<file path="src/rtl/hra_pkg.sv">
package hra_pkg;

  localparam int DATA_W         = 32;
  localparam int FRAC_W         = 24;
  localparam int TAU_W          = 26;
  localparam int LEN_W          = 6;
  localparam int POS_W          = 5;
  localparam int CFG_IDX_W      = 1;
  localparam int CFG_DATA_W     = 26;
  localparam int PROD_W         = 2 * DATA_W + 1;
  localparam int RND_W          = PROD_W - FRAC_W;
  localparam int WIDE_W         = 64;
  localparam int MAX_LENGTH_DEF = 32;

  localparam logic [CFG_IDX_W-1:0] CFG_TAU_SCALE      = CFG_IDX_W'(0);
  localparam logic [CFG_IDX_W-1:0] CFG_SEGMENT_LENGTH = CFG_IDX_W'(1);

  localparam logic ACT_LOAD    = 1'b0;
  localparam logic ACT_SEGMENT = 1'b1;

  localparam logic [LEN_W-1:0] LEN_RESET = LEN_W'(1);

  localparam logic [PROD_W-1:0] RND_HALF = PROD_W'({1'b1, {(FRAC_W-1){1'b0}}});
  localparam logic signed [WIDE_W-1:0] DATA_MAX = WIDE_W'({1'b0, {(DATA_W-1){1'b1}}});
  localparam logic signed [WIDE_W-1:0] DATA_MIN = ~DATA_MAX;

  typedef struct packed {
    logic                     action;
    logic signed [DATA_W-1:0] element_value;
  } in_item_t;

  typedef struct packed {
    logic signed [DATA_W-1:0] updated_value;
    logic [POS_W-1:0]         position;
    logic                     last_of_segment;
    logic                     saturated;
  } out_item_t;

  typedef struct packed {
    logic load;
    logic elem;
    logic drain_issue;
    logic drain_mode;
    logic clip_dot;
    logic coef_mul;
    logic coef_set;
    logic is_first;
    logic is_last;
  } hra_cmd_t;

  typedef struct packed {
    logic busy;
    logic adv;
  } hra_sts_t;

  typedef struct packed {
    logic                     clipped;
    logic signed [DATA_W-1:0] value;
  } clip_t;

  function automatic logic signed [RND_W-1:0] round_q(input logic signed [PROD_W-1:0] p);
    logic signed [PROD_W-1:0] s;
    s = p + (p[PROD_W-1] ? (RND_HALF - PROD_W'(1)) : RND_HALF);
    return s[PROD_W-1:FRAC_W];
  endfunction

  function automatic clip_t clip_data(input logic signed [WIDE_W-1:0] x);
    clip_t r;
    if (x > DATA_MAX) begin
      r.clipped = 1'b1;
      r.value   = DATA_MAX[DATA_W-1:0];
    end else if (x < DATA_MIN) begin
      r.clipped = 1'b1;
      r.value   = DATA_MIN[DATA_W-1:0];
    end else begin
      r.clipped = 1'b0;
      r.value   = x[DATA_W-1:0];
    end
    return r;
  endfunction

endpackage

</file>
<file path="src/rtl/hra_ctrl.sv">
module hra_ctrl #(
  parameter int  MAX_LENGTH = hra_pkg::MAX_LENGTH_DEF,
  localparam int CNT_W      = $clog2(MAX_LENGTH + 1),
  localparam int ADDR_W     = (MAX_LENGTH > 1) ? $clog2(MAX_LENGTH) : 1
) (
  input  logic                       clk,
  input  logic                       rst_n,
  input  logic                       in_valid,
  input  logic                       in_action,
  output logic                       in_ready,
  input  logic                       len_we,
  input  logic [hra_pkg::LEN_W-1:0]  len_wdata,
  input  hra_pkg::hra_sts_t          sts,
  output hra_pkg::hra_cmd_t          cmd,
  output logic [ADDR_W-1:0]          addr
);

  localparam int LC_W = (CNT_W > hra_pkg::LEN_W) ? CNT_W : hra_pkg::LEN_W;

  typedef enum logic [6:0] {
    ST_COLLECT = 7'b0000001,
    ST_FLUSH   = 7'b0000010,
    ST_CLIP    = 7'b0000100,
    ST_CMUL    = 7'b0001000,
    ST_RND     = 7'b0010000,
    ST_COEF    = 7'b0100000,
    ST_DRAIN   = 7'b1000000
  } state_t;

  state_t                     state_r, state_nxt;
  logic [hra_pkg::LEN_W-1:0]  seglen_r;
  logic [CNT_W-1:0]           lcnt_r, lcnt_nxt, ecnt_r, ecnt_nxt, dcnt_r, dcnt_nxt;
  logic [LC_W-1:0]            len, lk, ek, dk, lk_inc, ek_inc, dk_inc;
  logic                       acc_item, load_acc, elem_acc, elem_last, drain_go;

  always_comb begin
    if (seglen_r == '0) begin
      len = LC_W'(1);
    end else if (LC_W'(seglen_r) > LC_W'(MAX_LENGTH)) begin
      len = LC_W'(MAX_LENGTH);
    end else begin
      len = LC_W'(seglen_r);
    end
    lk     = (LC_W'(lcnt_r) >= len) ? '0 : LC_W'(lcnt_r);
    ek     = (LC_W'(ecnt_r) >= len) ? '0 : LC_W'(ecnt_r);
    dk     = LC_W'(dcnt_r);
    lk_inc = lk + LC_W'(1);
    ek_inc = ek + LC_W'(1);
    dk_inc = dk + LC_W'(1);

    in_ready  = (state_r == ST_COLLECT);
    acc_item  = in_valid && in_ready;
    load_acc  = acc_item && (in_action == hra_pkg::ACT_LOAD);
    elem_acc  = acc_item && (in_action == hra_pkg::ACT_SEGMENT);
    elem_last = (ek_inc == len);
    drain_go  = (state_r == ST_DRAIN) && (dk < len) && sts.adv;
  end

  always_comb begin
    lcnt_nxt  = lcnt_r;
    ecnt_nxt  = ecnt_r;
    dcnt_nxt  = dcnt_r;
    state_nxt = state_r;
    if (load_acc) begin
      lcnt_nxt = (lk_inc >= len) ? '0 : lk_inc[CNT_W-1:0];
    end
    if (elem_acc) begin
      ecnt_nxt = elem_last ? '0 : ek_inc[CNT_W-1:0];
    end
    if (drain_go) begin
      dcnt_nxt = dk_inc[CNT_W-1:0];
    end
    unique case (state_r)
      ST_COLLECT: begin
        if (elem_acc && elem_last) begin
          state_nxt = ST_FLUSH;
        end
      end
      ST_FLUSH: begin
        if (!sts.busy) begin
          state_nxt = ST_CLIP;
        end
      end
      ST_CLIP:  state_nxt = ST_CMUL;
      ST_CMUL:  state_nxt = ST_RND;
      ST_RND:   state_nxt = ST_COEF;
      ST_COEF: begin
        state_nxt = ST_DRAIN;
        dcnt_nxt  = '0;
      end
      ST_DRAIN: begin
        if ((dk >= len) && !sts.busy) begin
          state_nxt = ST_COLLECT;
        end
      end
      default:  state_nxt = ST_COLLECT;
    endcase
  end

  always_comb begin
    cmd             = '0;
    cmd.load        = load_acc;
    cmd.elem        = elem_acc;
    cmd.drain_issue = drain_go;
    cmd.drain_mode  = (state_r == ST_DRAIN);
    cmd.clip_dot    = (state_r == ST_CLIP);
    cmd.coef_mul    = (state_r == ST_CMUL);
    cmd.coef_set    = (state_r == ST_COEF);
    if (state_r == ST_DRAIN) begin
      addr         = dk[ADDR_W-1:0];
      cmd.is_first = (dk == '0);
      cmd.is_last  = (dk_inc == len);
    end else if (load_acc) begin
      addr         = lk[ADDR_W-1:0];
      cmd.is_first = (lk == '0);
      cmd.is_last  = 1'b0;
    end else begin
      addr         = ek[ADDR_W-1:0];
      cmd.is_first = (ek == '0);
      cmd.is_last  = elem_last;
    end
  end

  always_ff @(posedge clk) begin
    if (!rst_n) begin
      state_r  <= ST_COLLECT;
      seglen_r <= hra_pkg::LEN_RESET;
      lcnt_r   <= '0;
      ecnt_r   <= '0;
      dcnt_r   <= '0;
    end else begin
      state_r <= state_nxt;
      lcnt_r  <= lcnt_nxt;
      ecnt_r  <= ecnt_nxt;
      dcnt_r  <= dcnt_nxt;
      if (len_we) begin
        seglen_r <= len_wdata;
      end
    end
  end

  a_clip_pipe_empty: assert property (@(posedge clk) disable iff (!rst_n)
    (state_r == ST_CLIP) |-> !sts.busy)
    else $error("coefficient formed while products still in flight");

  a_drain_bound: assert property (@(posedge clk) disable iff (!rst_n)
    (state_r == ST_DRAIN) |-> (LC_W'(dcnt_r) <= len))
    else $error("drain index past segment length");

  a_last_to_flush: assert property (@(posedge clk) disable iff (!rst_n)
    (elem_acc && elem_last) |=> (state_r == ST_FLUSH) && !in_ready)
    else $error("last element did not close the segment");

endmodule

</file>
<file path="config.mk">
export PLATFORM = sky130hd
export DESIGN_NAME = hra_ctrl
export DESIGN_NICKNAME = d
export VERILOG_FILES = /design/src/rtl/hra_pkg.sv /design/src/rtl/hra_ctrl.sv
export SDC_FILE = /design/constraint.sdc
export NUM_CORES = 1
export LEC_CHECK = 0
export BUFFER_PORTS_ARGS = -buffer_cell sky130_fd_sc_hd__buf_2
export CORE_MARGIN = 2
export CORE_UTILIZATION = 54
export DETAILED_ROUTE_END_ITERATION = 6
export GPL_ROUTABILITY_DRIVEN = 0
export MAX_ROUTING_LAYER = met4
export PLACE_DENSITY = 0.77
export SYNTH_ARGS = -nofsm -noshare
export SYNTH_HDL_FRONTEND = slang
export SYNTH_SLANG_ARGS = --single-unit
export TNS_END_PERCENT = 100
</file>
<file path="constraint.sdc">
create_clock -name clk -period 4.2 [get_ports clk]
set_input_delay 0.21 -clock clk [delete_from_list [all_inputs] [get_ports clk]]
set_output_delay 0.21 -clock clk [all_outputs]
set_load 0.02 [all_outputs]
</file>
==> After elaboration in Yosys (flattened, before gate mapping) <==
Index checks and enable logic that the tools add are counted.
{ "op_classes": {"addsub": 3, "magnitude_cmp": 6, "eq_ne": 12, "n_reduce_logical": 14, "n_bitwise": 2, "muxes": 14} }
{ "op_table": {"columns": ["operator", "n"], "rows": [
  ["case mux 7 bit (7 select lines)", 1],
  ["two-way mux 6 bit", 6],
  ["greater-or-equal comparator 6 bit", 4],
  ["logical NOT 6 bit", 4],
  ["two-way mux 7 bit", 3],
  ["adder 6 x 1 -> 6 bit, second input constant", 3],
  ["== test 6 bit", 2],
  ["two-way mux 5 bit", 2],
  ["== test 7 x 1 -> 1 bit, second input constant", 1],
  ["== test 7 x 2 -> 1 bit, second input constant", 1],
  ["== test 7 x 3 -> 1 bit, second input constant", 1],
  ["== test 7 x 4 -> 1 bit, second input constant", 1],
  ["== test 7 x 5 -> 1 bit, second input constant", 1],
  ["== test 7 x 6 -> 1 bit, second input constant", 1],
  ["== test 7 bit, second input constant", 1],
  ["logical AND 1 bit", 7],
  ["greater-than comparator 6 bit, second input constant", 1],
  ["< comparator 6 bit", 1],
  ["two-way mux 2 bit", 2],
  ["!= test 2 x 1 -> 1 bit, second input constant", 2],
  ["AND reduction 3 bit", 1],
  ["!= test 2 bit, second input constant", 1],
  ["NOT 1 bit", 2],
  ["OR reduction 2 bit", 1],
  ["logical NOT 1 bit", 1]
]} }
{ "totals": {"ff_bits": 31, "elab_cells": 56, "in_bits": 13, "out_inout_bits": 15} }

==> Depth between registers and ports, before layout <==
{ "depth": {"depth_word": 10, "depth_mapped": 19, "ltp_nobuf": 19} }

==> Worst setup path before layout <==
No wires, ideal clock.
{ "synth_path": {"path_kind": "flip-flop to output port", "start": "register seglen_r[1] (netlist name)", "end": "output cmd[0] (netlist name)", "arrival_ns": 3.872, "path_stages_with_launch": 16, "required_ns": 3.990, "path_slack_ns": 0.118, "n_path_buf": 0, "path_cell_list": "dfxtp_1 > or4_1 > a21oi_1 > ha_1 > nand2b_1 > a21oi_1 > o21a_1 > nand2_1 > inv_1 > ha_1 > nand3_1 > xnor2_1 > nor4b_1 > o21ai_0 > a211oi_1 > o2bb2ai_1"} }
{ "synth_rtl": {"columns": ["item", "line_no", "text"], "rows": [
  ["from (decl)", "hra_ctrl.sv:31", "logic [hra_pkg::LEN_W-1:0] seglen_r;"],
  ["from (signal assigned)", "hra_ctrl.sv:127", "seglen_r <= hra_pkg::LEN_RESET;"],
  ["from (signal assigned)", "hra_ctrl.sv:137", "seglen_r <= len_wdata;"],
  ["to (decl)", "hra_ctrl.sv:14", "output hra_pkg::hra_cmd_t cmd,"]
]} }

==> Worst setup path in the final report <==
{ "layout_path": {"start": "register seglen_r[3] (netlist name)", "end": "register lcnt_r[3]"} }
{ "layout_via": {"elab_chain_len": 8, "word_cells_on_any_way": 9, "cone_classes": "1 x add/sub; 3 x order compare; 4 x mux; 1 x reduce/logical"} }
{ "layout_rtl": {"columns": ["item", "line_no", "text"], "rows": [
  ["greater-than comparator 6 bit", "hra_ctrl.sv:39", "end else if (LC_W'(seglen_r) > LC_W'(MAX_LENGTH)) begin"],
  ["two-way mux 6 bit", "hra_ctrl.sv:39", null],
  ["two-way mux 6 bit (*)", "hra_ctrl.sv:37", "if (seglen_r == '0) begin"],
  ["greater-or-equal comparator 6 bit", "hra_ctrl.sv:44", "lk = (LC_W'(lcnt_r) >= len) ? '0 : LC_W'(lcnt_r);"],
  ["two-way mux 6 bit", "hra_ctrl.sv:44", null],
  ["adder 6 x 1 -> 6 bit", "hra_ctrl.sv:47", "lk_inc = lk + LC_W'(1);"],
  ["greater-or-equal comparator 6 bit", "hra_ctrl.sv:65", "lcnt_nxt = (lk_inc >= len) ? '0 : lk_inc[CNT_W-1:0];"],
  ["two-way mux 6 bit (*)", "hra_ctrl.sv:65", null],
  ["to (signal assigned)", "hra_ctrl.sv:133", "lcnt_r <= lcnt_nxt;"],
  ["to (decl)", "hra_ctrl.sv:32", "logic [CNT_W-1:0] lcnt_r, lcnt_nxt, ecnt_r, ecnt_nxt, dcnt_r, dcnt_nxt;"]
]} }
Every way passes the cells marked *; elsewhere a longest branch is shown, timed or not.
A chain may end at the register's enable or synchronous reset.

==> flow_metrics.env <==
export IMPL_hpwl_um=5080
export IMPL_hold_path_class="input port to flop"
export IMPL_utilization_pct=67.8
export IMPL_netSwitchingPower_mw=0.291
export IMPL_power_mw=0.827
export IMPL_worst_r2r_cell_count=20
export IMPL_clock_skew_ns=0.00758
export IMPL_pwr_share_comb_pct=32.8
export IMPL_die_x_um=74.5
export IMPL_cts_buffers=5
export IMPL_r2r_start="seglen_r[3]"
export IMPL_endpoint="lcnt_r[3]"
export IMPL_h_tree_depth=2
export IMPL_nets=424
export IMPL_synthArstFlopShare_pct=0
export IMPL_layout_area_overhead_vs_synth_pct=20.1
export IMPL_yosysTopAreaCell="dfxtp_1"
export IMPL_postLayoutCellArea_um2=3220
export IMPL_synth_top_area_share_pct=23.1
export IMPL_power_frac_seq_pct=38.2
export IMPL_min_period_ns=4.20
export IMPL_finalMaxSlewViolations=0
export IMPL_initial_core_util_pct=56.4
export IMPL_grt_first_pass_wirelength_um=11300
export IMPL_syn_area_um2=2680
export IMPL_ff2ff_setup_slack_ns=0.005
export IMPL_min_period_over_period_pct=99.9
export IMPL_p_leak_nw=1.39
export IMPL_yosys_top_cells_area="dfxtp_1 (23%), ha_1 (14%), a21oi_1 (4.7%), nand3_1 (4.3%), xnor2_1 (4.2%)"
export IMPL_coreArea_um2=4750
export IMPL_cts_hold_buffers=0
export IMPL_critical_path_arrival_ns=4.42
export IMPL_synthFlopType="dfxtp_1"
export IMPL_drc_errors=0
export IMPL_drtPass1Iterations=6
export IMPL_clk_pin_slew_worst_paths_ns=0.08
export IMPL_status="completed"
export IMPL_synth_most_common_cell="dfxtp_1"
export IMPL_first_global_vias=2397
export IMPL_io_buffers=27
export IMPL_routedWlPerCell_um=16.6
export IMPL_synth_cell_types=60
export IMPL_antenna_found_initial=0
export IMPL_relSlewSlack_pct=55.0
export IMPL_avgSynthCellArea_um2=7.92
export IMPL_drive_gt1_share_pct=25.1
export IMPL_cts_buffer_depth=2
export IMPL_startpoint="seglen_r[3]"
export IMPL_synth_seq_cells=31
export IMPL_grt_usage_pct=27.6
export IMPL_r2r_end="lcnt_r[3]"
export IMPL_max_vdd_ir_drop_mv=0.285
export IMPL_cts_num_sinks=31
export IMPL_rsz0062_at_grt="true"
export IMPL_p_int_mw=0.536
export IMPL_overflow=0
export IMPL_cp_required_ns=4.43
export IMPL_post_dp_cell_area_um2=2850
export IMPL_synth_enable_flop_cells=0
export IMPL_io_pins=28
export IMPL_antennaDiodeCount=0
export IMPL_num_vias=2724
export IMPL_cts_tree="built"
export IMPL_pwr_share_clk_pct=29.0
export IMPL_ys_top_cells_by_count="dfxtp_1 (31), ha_1 (30), nor2_1 (27)"
export IMPL_worstSkewPairLatency_ns=0.29
export IMPL_fp_row_count=25
export IMPL_fmax_ghz=0.238
export IMPL_ys_seq_area_share_pct=23.1
export IMPL_die_h_um=74.5
export IMPL_worst_setup_path_start_kind="flop"
export IMPL_synth_nets=382
export IMPL_crit_path_end_kind="flop"
export IMPL_yosys_warnings=0
export IMPL_path_class="flop to flop"
export IMPL_grt_max_degree=21
export IMPL_routed_wl_um=7470
export IMPL_cts_root_buf="clkbuf_8"
export IMPL_cap_violations=0
export IMPL_p_per_area_nw_per_um2=257
export IMPL_drt_iter0_drc=174
export IMPL_worst_pin_slew_ns=0.668
export IMPL_worstPathMaxFanout=6
export IMPL_die_area_um2=5550
export IMPL_hold_viol=0
export IMPL_drt_antenna_violating_nets=0
export IMPL_routed_via_density=6.07
export IMPL_setup_viol=0
export IMPL_swShare_pct=35.2
export IMPL_syn_instance_count=339
-- final cells by class --
| cell class | count | area (µm²) |
|---|---|---|
| flip-flops and latches | 31 | 622 |
| well taps | 67 | 83.8 |
| repair buffers | 54 | 344 |
| multi-input cells | 265 | 2000 |
| clock inverters | 3 | 15.0 |
| clock buffers | 5 | 68.8 |
| inverters | 24 | 90.1 |
| fillers | 401 | 1530 |
-- routing by layer --
| layer | vias up | GRT usage [%] | part of all wire [%] | wire length [µm] |
|---|---|---|---|---|
| met5 | - | - | 0 | 0 |
| met4 | 0 | 11.1 | 3.6 | 269 |
| met3 | 26 | 4.88 | 5.9 | 437 |
| met2 | 104 | 42.3 | 46 | 3470 |
| met1 | 1275 | 36.0 | 44 | 3290 |
| li1 | 1319 | - | - | - |
-- layout by cell type, fill, tap and decap left out, types with 3 or more instances in the layout --
cell type	Yosys	final
a31oi_1	3	3
nor4_1	4	4
ha_1	30	27
xor2_1	5	3
or3_1	7	7
nand3_1	23	21
o211ai_1	8	8
nand2_1	21	19
xnor2_1	13	12
clkinv_2	0	3
inv_1	23	20
a21o_1	7	7
clkbuf_8	0	5
mux2i_1	6	6
nor3_1	11	11
nand2b_1	8	6
buf_4	4	27
a21oi_2	0	5
o21ai_0	14	13
buf_2	1	26
o21a_1	5	5
dfxtp_1	31	30
inv_2	0	3
ha_4	0	3
nor2_1	27	27
a21oi_1	25	19
-- critical path, cell delays in order, from the launching register on --
cell	delay [ns]
dfxtp_1	0.31
or4_4	0.53
a21oi_2	0.15
buf_6	0.15
ha_4	0.20
nand2b_4	0.13
a21o_1	0.16
a21oi_2	0.14
o21a_1	0.23
nand2_2	0.10
inv_2	0.09
ha_4	0.14
nand3_2	0.09
xor2_2	0.17
nor2_1	0.11
ha_1	0.25
a21o_1	0.19
a21oi_2	0.16
o211ai_1	0.24
or3_1	0.45
a21oi_2	0.13
-- registers in the layout, indices dropped and copies added, names as in the netlist --
signal	cells
state_r	7
dcnt_r	6
ecnt_r	6
lcnt_r	6
seglen_r	6
-- cell families after synthesis --
kind of cell / after synthesis / synth area share (%)
compound gates: 88 / 22.1
mux: 6 / 2.24
fa+ha+maj: 30 / 14.0
buf+inv: 43 / 8.30
flops: 31 / 23.1
xor+xnor: 19 / 6.71
simple gates: 122 / 23.6
-- per-stage QoR --
stage / setup slack, ns / setup TNS (ns) / cells / hold slack (ns)
after floorplan: 0.118 / 0 / 339 / 0.336
after global placement: 0.102 / 0 / 425 / 0.437
after detailed placement: -0.0529 / -0.142 / 425 / 0.428
after CTS: 0.00433 / 0 / 436 / 0.132
after global routing: -0.234 / -0.938 / 449 / 0.129
final: 0.00483 / 0 / 449 / 0.140
-- timing repair --
| action | 4_1_cts | 5_1_grt |
|---|---|---|
| hold endpoints to repair | 0 | 0 |
| setup buffers | 3 | 13 |
| endpoints found under the setup margin | 5 | 8 |
| resized for setup | 3 | 31 |
| pin swaps | 4 | 21 |
-- how the worst min path moves through the flow --
| stage | from | end | slack, ns | cells past startpoint |
|---|---|---|---|---|
| after global routing | len_wdata[0] | seglen_r[0] | 0.13 | 3 |
| after global placement | len_wdata[0] | seglen_r[0] | 0.44 | 3 |
| after floorplan | len_wdata[0] | seglen_r[0] | 0.34 | 2 |
| after CTS | len_wdata[0] | seglen_r[0] | 0.13 | 3 |
| after detailed placement | len_wdata[0] | seglen_r[0] | 0.43 | 3 |
| final | len_wdata[0] | seglen_r[0] | 0.14 | 3 |
-- power by group through the flow --
stage	sequential [mW]	clock (mW)	combinational (mW)
after floorplan	0.314	0	0.157
after global placement	0.321	0	0.208
after detailed placement	0.321	0	0.212
after CTS	0.315	0.240	0.222
after global routing	0.318	0.255	0.296
final	0.316	0.240	0.271
Note: power is estimated with default switching activity, not from simulation.
